`config.mk`:
```
export PLATFORM = sky130hd
export DESIGN_NAME = vtbb_fifo
export DESIGN_NICKNAME = d
export VERILOG_FILES = /design/src/sv/vtbb_pkg.sv /design/src/sv/vtbb_fifo.sv
export SDC_FILE = /design/constraint.sdc
export NUM_CORES = 1
export LEC_CHECK = 0
export BUFFER_PORTS_ARGS = -buffer_cell sky130_fd_sc_hd__buf_2
export CAP_MARGIN = 10
export CORE_ASPECT_RATIO = 2
export CORE_UTILIZATION = 47
export DETAILED_ROUTE_END_ITERATION = 7
export GPL_ROUTABILITY_DRIVEN = 1
export PLACE_DENSITY = 0.79
export RECOVER_POWER = 100
export SYNTH_ARGS = -nofsm -noshare
export SYNTH_HDL_FRONTEND = slang
export SYNTH_SLANG_ARGS = --single-unit
```
`constraint.sdc`:
```
create_clock -name clk_i -period 5.5 [get_ports clk_i]
set_input_delay 1.1 -clock clk_i [delete_from_list [all_inputs] [get_ports clk_i]]
set_output_delay 1.1 -clock clk_i [all_outputs]
set_load 0.05 [all_outputs]
```
`src/sv/vtbb_pkg.sv`:
```
// ----------------------------------------------------------------------------
// vtbb_pkg: shared types and helpers for the vertex transform block
// Holds the fixed-point widths, the beat structs of both channels, the
// configuration view and the rounding and saturation helpers.
// ----------------------------------------------------------------------------
package vtbb_pkg;

  localparam int CoordW    = 32;
  localparam int FracW     = 16;
  localparam int EntryW    = 32;
  localparam int ScaleW    = 31;
  localparam int RegW      = 64;
  localparam int AddrW     = 6;
  localparam int NumMatReg = 6;
  localparam int ProdW     = CoordW + EntryW;
  localparam int AccW      = ProdW - FracW + 2;
  localparam int FifoDepth = 2;
  localparam int FifoPtrW  = $clog2(FifoDepth);
  localparam int FifoCntW  = $clog2(FifoDepth + 1);

  localparam logic signed [CoordW-1:0] CoordMax = {1'b0, {(CoordW-1){1'b1}}};
  localparam logic signed [CoordW-1:0] CoordMin = {1'b1, {(CoordW-1){1'b0}}};

  localparam logic [RegW-1:0]   Row0Cols01Rst = RegW'(64'd65536);
  localparam logic [RegW-1:0]   Row0Cols23Rst = '0;
  localparam logic [RegW-1:0]   Row1Cols01Rst = RegW'(64'd281474976710656);
  localparam logic [RegW-1:0]   Row1Cols23Rst = '0;
  localparam logic [RegW-1:0]   Row2Cols01Rst = '0;
  localparam logic [RegW-1:0]   Row2Cols23Rst = RegW'(64'd65536);
  localparam logic [ScaleW-1:0] SimScaleRst   = ScaleW'(32'd65536);

  typedef enum logic [2:0] {
    RegRow0Cols01 = 3'd0,
    RegRow0Cols23 = 3'd1,
    RegRow1Cols01 = 3'd2,
    RegRow1Cols23 = 3'd3,
    RegRow2Cols01 = 3'd4,
    RegRow2Cols23 = 3'd5,
    RegSimScale   = 3'd6
  } reg_idx_e;

  typedef struct packed {
    logic signed [CoordW-1:0] vertex_x;
    logic signed [CoordW-1:0] vertex_y;
    logic signed [CoordW-1:0] vertex_z;
    logic                     last_vertex;
  } vertex_t;

  typedef struct packed {
    logic signed [CoordW-1:0] out_x;
    logic signed [CoordW-1:0] out_y;
    logic signed [CoordW-1:0] out_z;
    logic signed [CoordW-1:0] box_min_x;
    logic signed [CoordW-1:0] box_min_y;
    logic signed [CoordW-1:0] box_min_z;
    logic signed [CoordW-1:0] box_max_x;
    logic signed [CoordW-1:0] box_max_y;
    logic signed [CoordW-1:0] box_max_z;
    logic                     last_result;
  } result_t;

  typedef struct packed {
    logic [2:0][CoordW-1:0] coord;
    logic                   last;
  } scaled_t;

  typedef struct packed {
    logic [2:0][2:0][EntryW-1:0] m;
    logic [2:0][EntryW-1:0]      t;
    logic [ScaleW-1:0]           scale;
  } cfg_t;

  typedef struct packed {
    logic full;
    logic empty;
  } fifo_stat_t;

  // Floor division of a product by 2^FracW, kept at accumulator width.
  function automatic logic signed [AccW-1:0] floor_prod(logic signed [ProdW-1:0] p);
    logic signed [ProdW-1:0] s;
    s = p >>> FracW;
    return s[AccW-1:0];
  endfunction

  // Clamp an accumulator value to the signed coordinate range.
  function automatic logic signed [CoordW-1:0] sat_coord(logic signed [AccW-1:0] a);
    logic signed [CoordW-1:0] r;
    if (&a[AccW-1:CoordW-1] || ~|a[AccW-1:CoordW-1]) begin
      r = a[CoordW-1:0];
    end else if (a[AccW-1]) begin
      r = CoordMin;
    end else begin
      r = CoordMax;
    end
    return r;
  endfunction

endpackage

```
`src/sv/vtbb_fifo.sv`:
```
// ----------------------------------------------------------------------------
// vtbb_fifo: short queue between the front and the back
// Holds scaled vertices so that intake and transform can stall separately.
// ----------------------------------------------------------------------------
module vtbb_fifo (
  input  logic                 clk_i,
  input  logic                 rst_ni,
  input  logic                 push_valid_i,
  output logic                 push_ready_o,
  input  vtbb_pkg::scaled_t    push_data_i,
  output logic                 pop_valid_o,
  input  logic                 pop_ready_i,
  output vtbb_pkg::scaled_t    pop_data_o,
  output vtbb_pkg::fifo_stat_t stat_o
);

  vtbb_pkg::scaled_t                 mem_q [vtbb_pkg::FifoDepth];
  logic [vtbb_pkg::FifoPtrW-1:0]     wr_ptr_q;
  logic [vtbb_pkg::FifoPtrW-1:0]     rd_ptr_q;
  logic [vtbb_pkg::FifoCntW-1:0]     cnt_q;
  logic                              push;
  logic                              pop;

  assign stat_o.full  = (cnt_q == vtbb_pkg::FifoCntW'(vtbb_pkg::FifoDepth));
  assign stat_o.empty = (cnt_q == '0);
  assign push_ready_o = !stat_o.full;
  assign pop_valid_o  = !stat_o.empty;
  assign push         = push_valid_i && push_ready_o;
  assign pop          = pop_valid_o && pop_ready_i;
  assign pop_data_o   = mem_q[rd_ptr_q];

  always_ff @(posedge clk_i or negedge rst_ni) begin
    if (!rst_ni) begin
      wr_ptr_q <= '0;
      rd_ptr_q <= '0;
      cnt_q    <= '0;
    end else begin
      if (push) begin
        wr_ptr_q <= (wr_ptr_q == vtbb_pkg::FifoPtrW'(vtbb_pkg::FifoDepth - 1)) ?
                    '0 : wr_ptr_q + 1'b1;
      end
      if (pop) begin
        rd_ptr_q <= (rd_ptr_q == vtbb_pkg::FifoPtrW'(vtbb_pkg::FifoDepth - 1)) ?
                    '0 : rd_ptr_q + 1'b1;
      end
      if (push && !pop) begin
        cnt_q <= cnt_q + 1'b1;
      end else if (pop && !push) begin
        cnt_q <= cnt_q - 1'b1;
      end
    end
  end

  always_ff @(posedge clk_i) begin
    if (push) begin
      mem_q[wr_ptr_q] <= push_data_i;
    end
  end

endmodule

```
==> results.py, run 1 <==
metrics = {
    "critical_path": {
        "cp.required_ns": 5.52,
        "crit_fanout": 51,
        "timing.critical_path.slowest_stage_cell": "sky130_fd_sc_hd__and3_1",
        "r2r_start": "cnt_q[0]",
        "cp_slowest_stage_delay_ns": 1.74,
        "worst_r2r_endpoint": "mem_q[1][69]",
        "worstSetupStartpointType": "primary input",
        "worst-r2r-cell-count": 3,
        "category_of_cells_accounting_for_the_largest_share_of_critical_path_delay": "simple AND/OR/NAND/NOR gates",
        "timing.critical_path.cells": "clkbuf_1 -> and3_1 -> clkbuf_2",
        "r2r_setup_slack_ns": 1.53,
        "crit_arrival_ns": 4.15,
        "path_class": "in2reg",
        "worstSetupEndpointType": "register",
        "worst_path_buffer_plus_inverter_count": 2,
    },
    "yosys": {
        "post_synth_num_cell_types": 15,
        "fraction_of_the_mapped_netlist_area_in_compound_gates": 0,
        "post_synth_main_area_contributors": "sky130_fd_sc_hd__edfxtp_1, sky130_fd_sc_hd__mux2_2, sky130_fd_sc_hd__mux2_4, sky130_fd_sc_hd__dfrtp_1, sky130_fd_sc_hd__buf_6",
        "synthesis.area_um2": 7270,
        "syn_inst": 322,
        "avgSynthCellArea_um2": 22.6,
        "synth_top_family_by_area": "multiplexers",
        "post_synth_xor_area_fraction": 0.00602,
        "post-synth-top-area-cell": "sky130_fd_sc_hd__edfxtp_1",
        "synthesis.nets": 424,
        "yosysSeqAreaShare": 0.815,
        "post_synth_and_or_nand_nor_area_fraction": 0.00464,
        "post_synth_mux_area_share": 0.160,
        "ys_seq_elements": 198,
        "synth_fa_ha_area_frac": 0.00172,
        "synth_top_area_share": 0.801,
        "synthesis.yosys.warnings": 0,
    },
    "grt": {
        "first_global_vias": 3948,
        "gr-usage-all-layers": 0.173,
        "grt_antenna_before_repair": 2,
        "grt_overflow_total": 0,
        "first_pass_grt_wire_length_um": 20000,
        "pin_count_of_the_biggest_net_entering_global_routing": 72,
    },
    "timing": {
        "max_freq_ghz": 0.243,
        "final-setup-viol-count": 0,
        "rsz_0062_raised_after_global_routing": "no",
        "post-route-period-util": 0.750,
        "hold_ws_ns": 0.506,
        "finalWorstPathRequiredPeriod_ns": 4.12,
        "setup_tns_ns": 0,
        "tightestPinTransition_ns": 2.85,
        "hold_viol": 0,
        "slew_viol_final": 151,
        "fin_skew_ns": 0.0112,
        "slew_headroom": -0.903,
    },
    "placement": {
        "placedInstanceArea_um2": 8490,
        "globalplace.congestion": 0.729,
        "buffer_ports.inserted": 201,
        "placed_wire_length_estimate_um": 9470,
    },
    "detailed_routing": {
        "drt_first_iter_violations": 123,
        "wire_per_inst_um": 18.3,
        "drc": 0,
        "detail_route.first_pass.iterations": 4,
        "via_per_inst": 4.91,
        "route.antenna.remaining_nets": 0,
        "vias": 3663,
        "wl_um": 13600,
    },
    "clocking": {
        "insertion_delay_ns": 0.42,
        "cts.reportedPaths.clkPinSlew_ns": 0.07,
        "cts.sink_count": 198,
        "clk_path_buf_depth": 2,
        "cts.hold.buffers_added": 0,
        "cts_root_buffer": "sky130_fd_sc_hd__clkbuf_16",
        "postCtsSetupBuffers": 0,
        "cts_tree": "built",
        "cts-htree-levels": 4,
        "numCtsBuffers": 17,
        "cts_repair_resize_count": 0,
    },
    "final_layout": {
        "most_frequent_cells_in_the_layout": "sky130_fd_sc_hd__edfxtp_1, sky130_fd_sc_hd__clkbuf_1, sky130_fd_sc_hd__mux2_2",
        "final_nets": 637,
        "area_overhead_of_the_layout_relative_to_synthesis_pct": 22.5,
        "post_route_cell_area_um2": 8910,
        "final_common_cell": "sky130_fd_sc_hd__edfxtp_1",
        "drive_gt1_frac": 0.322,
    },
    "floorplan": {
        "row_count": 64,
        "start_util": 0.478,
        "die-width_um": 90.0,
        "floorplan.die.height_um": 178,
        "num_io_pins": 202,
        "core-area_um2": 15200,
        "design.die.area_um2": 16000,
    },
    "pwr": {
        "totalPowerFinal_uw": 5820,
        "p_per_area_nw_per_um2": 653,
        "total_leakage_power_uw": 0.00307,
        "power.ir.vdd_worst_mv": 0.486,
    },
    "job": {
        "number_of_violations_of_the_max_capacitance_limit": 3,
    },
    "outcome": {
        "run_status": "complete, but fails checks",
        "failed_checks": "capacitance limit, slew limit",
    },
    "min_path": {
        "min_path_type": "in2async",
    },
}
## flip-flops by register name, summed over array words and instances, names as in the netlist
signal,count
cnt_q,2
mem_q,194
rd_ptr_q,1
wr_ptr_q,1
## metal layers
layer  routed length, um  GRT usage  vias to the layer above
li1                    -          -                     1694
met1                4360      0.157                     1796
met2                7980      0.333                      139
met3                 719     0.0467                       32
met4                 545      0.108                        2
met5                  13          0                        -
## per-stage QoR
| stage | cells | util | setup WS [ns] |
|---|---|---|---|
| final | 746 | 0.586 | 1.38 |
| after global routing | 746 | 0.586 | 1.07 |
| after CTS | 745 | 0.599 | 1.66 |
| after detailed placement | 714 | 0.558 | 2.13 |
| after global placement | 714 | 0.558 | 2.19 |
| after floorplan | 322 | - | 1.33 |
## cells by family (layout without fill, tap and decap cells)
kind of cell	count (synthesis)	count (layout)
flops	198	198
mux	97	97
buf+inv	14	239
simple gates	7	7
xor+xnor	5	5
fa+ha+maj	1	1
other cells	0	1
## worst max path at each step
stage / from / to / slack (ns) / cells after the start
floorplan: push_valid_i / mem_q[0][0] / 1.33 / 2
global placement: rd_ptr_q / pop_data_o[10] / 2.19 / 3
detailed placement: rd_ptr_q / pop_data_o[18] / 2.13 / 3
CTS: rd_ptr_q / pop_data_o[18] / 1.66 / 3
global route: push_valid_i / mem_q[1][40] / 1.07 / 3
finish: push_valid_i / mem_q[1][69] / 1.38 / 3
## final cells by class
class,instances,area (um^2)
timing repair buffer,205,840
antenna,1,2.50
sequential,198,5930
inverter,3,11.3
tap,198,248
clock buffer,20,437
fill,1234,6310
clock inverter,11,176
multi-input combinational,110,1260
## cells in the mapped netlist
| library cell | number |
|---|---|
| sky130_fd_sc_hd__and3_1 | 1 |
| sky130_fd_sc_hd__buf_6 | 4 |
| sky130_fd_sc_hd__edfxtp_1 | 194 |
| sky130_fd_sc_hd__nand2_1 | 2 |
| sky130_fd_sc_hd__dfrtp_1 | 4 |
| sky130_fd_sc_hd__xor2_1 | 2 |
| sky130_fd_sc_hd__xnor2_1 | 3 |
| sky130_fd_sc_hd__mux2_4 | 20 |
| sky130_fd_sc_hd__nand2b_1 | 1 |
| sky130_fd_sc_hd__nor2_1 | 2 |
| sky130_fd_sc_hd__inv_1 | 3 |
| sky130_fd_sc_hd__or2_2 | 1 |
| sky130_fd_sc_hd__ha_1 | 1 |
| sky130_fd_sc_hd__mux2_2 | 77 |
| sky130_fd_sc_hd__buf_2 | 7 |
## report_power, final
part | switching (uW) | total [uW] | internal, uW
clock | 512 | 1280 | 763
sequential | 197 | 2290 | 2090
combinational | 1690 | 2250 | 564
Power figures use the tool's default switching activity.
==> run 2, diff against run 1 <==
- ABC_AREA: not set -> 1
- CORE_UTILIZATION: 47 -> 52
- PLACE_DENSITY: 0.79 -> 0.82
- clock period: 5.5 -> 4.2 ns (I/O delays scaled with it)
==> run 2 against run 1 <==
Effect of this change:
- the run still ends with capacitance limit, slew limit left
- die area decreased by 9.3%
- worst setup slack got worse by 0.85 ns
- utilization increased by 6.5 points
- synthesized cell count increased by 68%
- register-to-register slack got worse by 0.62 ns
- critical endpoint is now pop_data_o[69]
- largest cell class unchanged
- routed wire length increased by 6.4%
==> results.py, run 2 <==
metrics = {
    "grt": {
        "first_pass_grt_wire_length_um": 22000,
        "pin_count_of_the_biggest_net_entering_global_routing": 99,
        "gr-usage-all-layers": 0.205,
        "grt_overflow_total": 0,
        "grt_antenna_before_repair": 2,
        "first_global_vias": 4673,
    },
    "job": {
        "number_of_violations_of_the_max_capacitance_limit": 2,
    },
    "timing": {
        "tightestPinTransition_ns": 2.58,
        "final-setup-viol-count": 0,
        "slew_viol_final": 162,
        "post-route-period-util": 0.875,
        "fin_skew_ns": 0.0107,
        "setup_tns_ns": 0,
        "hold_viol": 0,
        "rsz_0062_raised_after_global_routing": "no",
        "max_freq_ghz": 0.272,
        "finalWorstPathRequiredPeriod_ns": 3.68,
        "slew_headroom": -0.724,
    },
    "critical_path": {
        "crit_arrival_ns": 2.84,
        "r2r_setup_slack_ns": 0.91,
        "worstSetupEndpointType": "output port",
        "crit_fanout": 98,
        "path_class": "reg2out",
        "worstSetupStartpointType": "register",
        "cp.required_ns": 3.36,
        "worst-r2r-cell-count": 6,
    },
    "yosys": {
        "post_synth_main_area_contributors": "sky130_fd_sc_hd__edfxtp_1, sky130_fd_sc_hd__nand2_1, sky130_fd_sc_hd__dfrtp_1, sky130_fd_sc_hd__buf_2, sky130_fd_sc_hd__buf_6",
        "synthesis.area_um2": 7290,
        "post_synth_num_cell_types": 13,
        "syn_inst": 540,
        "ys_seq_elements": 198,
        "synthesis.nets": 642,
        "avgSynthCellArea_um2": 13.5,
        "async_flop_share": 0.0202,
        "yosysSeqAreaShare": 0.813,
        "yosysMostFrequentCell": "sky130_fd_sc_hd__nand2_1",
        "synth-edff-count": 194,
        "synth_top_area_share": 0.799,
        "synth.cells.most_frequent": "sky130_fd_sc_hd__nand2_1, sky130_fd_sc_hd__edfxtp_1, sky130_fd_sc_hd__buf_2, sky130_fd_sc_hd__inv_1",
        "ys_dominant_reg_cell": "sky130_fd_sc_hd__edfxtp_1",
        "post-synth-top-area-cell": "sky130_fd_sc_hd__edfxtp_1",
        "synthesis.yosys.warnings": 0,
    },
    "clocking": {
        "cts_tree": "built",
        "insertion_delay_ns": 0.41,
        "cts_root_buffer": "sky130_fd_sc_hd__clkbuf_16",
        "postCtsSetupBuffers": 0,
        "cts.reportedPaths.clkPinSlew_ns": 0.07,
        "numCtsBuffers": 17,
        "cts-htree-levels": 4,
        "cts_repair_resize_count": 0,
        "cts.hold.buffers_added": 0,
        "cts.sink_count": 198,
        "clk_path_buf_depth": 2,
    },
    "placement": {
        "globalplace.congestion": 0.786,
        "buffer_ports.inserted": 201,
        "placedInstanceArea_um2": 8450,
        "placed_wire_length_estimate_um": 9550,
    },
    "floorplan": {
        "design.die.area_um2": 14500,
        "start_util": 0.536,
        "die-width_um": 85.7,
        "floorplan.die.height_um": 169,
        "core-area_um2": 13600,
        "row_count": 60,
        "num_io_pins": 202,
    },
    "detailed_routing": {
        "route.antenna.remaining_nets": 0,
        "vias": 4643,
        "drt_first_iter_violations": 274,
        "via_per_inst": 4.93,
        "wl_um": 14500,
        "detail_route.first_pass.iterations": 4,
        "wire_per_inst_um": 15.4,
        "drc": 0,
    },
    "final_layout": {
        "largestRegisters": "mem_q: 194 flops, cnt_q: 2 flops",
        "most_frequent_cells_in_the_layout": "sky130_fd_sc_hd__nand2_1, sky130_fd_sc_hd__edfxtp_1, sky130_fd_sc_hd__clkbuf_1",
        "layout.filler_cells": 1060,
        "top_register": "mem_q",
        "drive_gt1_frac": 0.123,
        "final_common_cell": "sky130_fd_sc_hd__nand2_1",
        "post_route_cell_area_um2": 8840,
        "area_overhead_of_the_layout_relative_to_synthesis_pct": 21.4,
        "final_nets": 844,
        "finish.utilization": 0.651,
        "number_of_flip_flops_in_the_largest_register": 194,
    },
    "min_path": {
        "min_path_type": "in2async",
    },
    "outcome": {
        "run_status": "complete, but fails checks",
        "failed_checks": "capacitance limit, slew limit",
    },
}
==> run 2: cells by family (layout without fill, tap and decap cells) <==
kind of cell,after synthesis,in the layout,synth area share
simple gates,309,309,0.160
flops,198,198,0.813
buf+inv,31,246,0.0240
fa+ha+maj,1,1,0.00172
xor+xnor,1,1,0.00120
other cells,0,1,0
==> run 2: final timing paths <==
kind | to | start
worst min register to register | wr_ptr_q | wr_ptr_q
worst min-delay path | wr_ptr_q | rst_ni
max in group asynchronous | rd_ptr_q | rst_ni
worst max register to register | mem_q[0][43] | cnt_q[1]
worst max-delay path | pop_data_o[69] | rd_ptr_q
min in group clk_i | wr_ptr_q | wr_ptr_q
==> run 2: metrics by stage <==
step | hold WS [ns] | worst slack (ns) | std cells
after global placement | 0.454 | 1.36 | 909
after CTS | 0.205 | 0.784 | 941
after detailed placement | 0.474 | 1.23 | 909
after floorplan | 0.442 | 0.0261 | 540
final | 0.256 | 0.524 | 942
after global routing | 0.247 | 0.307 | 941
==> run 2: final cells by class <==
| type | instances | area, um^2 | area share |
|---|---|---|---|
| clock inverter | 15 | 165 | 0.0187 |
| sequential | 198 | 5930 | 0.670 |
| inverter | 10 | 40.0 | 0.00453 |
| clock buffer | 17 | 425 | 0.0481 |
| timing repair buffer | 204 | 858 | 0.0970 |
| tap | 186 | 233 | 0.0263 |
| antenna | 1 | 2.50 | 0.000283 |
| multi-input combinational | 311 | 1190 | 0.135 |
==> run 2: layer usage <==
metal,track usage,wire (um),vias up
met5,0,8,-
met4,0.111,550,2
met3,0.0613,814,41
met2,0.379,8050,181
met1,0.197,5060,2196
li1,-,-,2223
==> run 2: worst max-delay path, cell delays in order (launching register included) <==
cell                       delay [ns]
sky130_fd_sc_hd__dfrtp_2         0.75
sky130_fd_sc_hd__inv_4           0.87
sky130_fd_sc_hd__nand2_1         0.16
sky130_fd_sc_hd__nand2_1         0.10
sky130_fd_sc_hd__clkbuf_1        0.49
Power of run 2 is not shown: default switching activity piles up to over one toggle a cycle in this logic, so the estimate is an artifact.
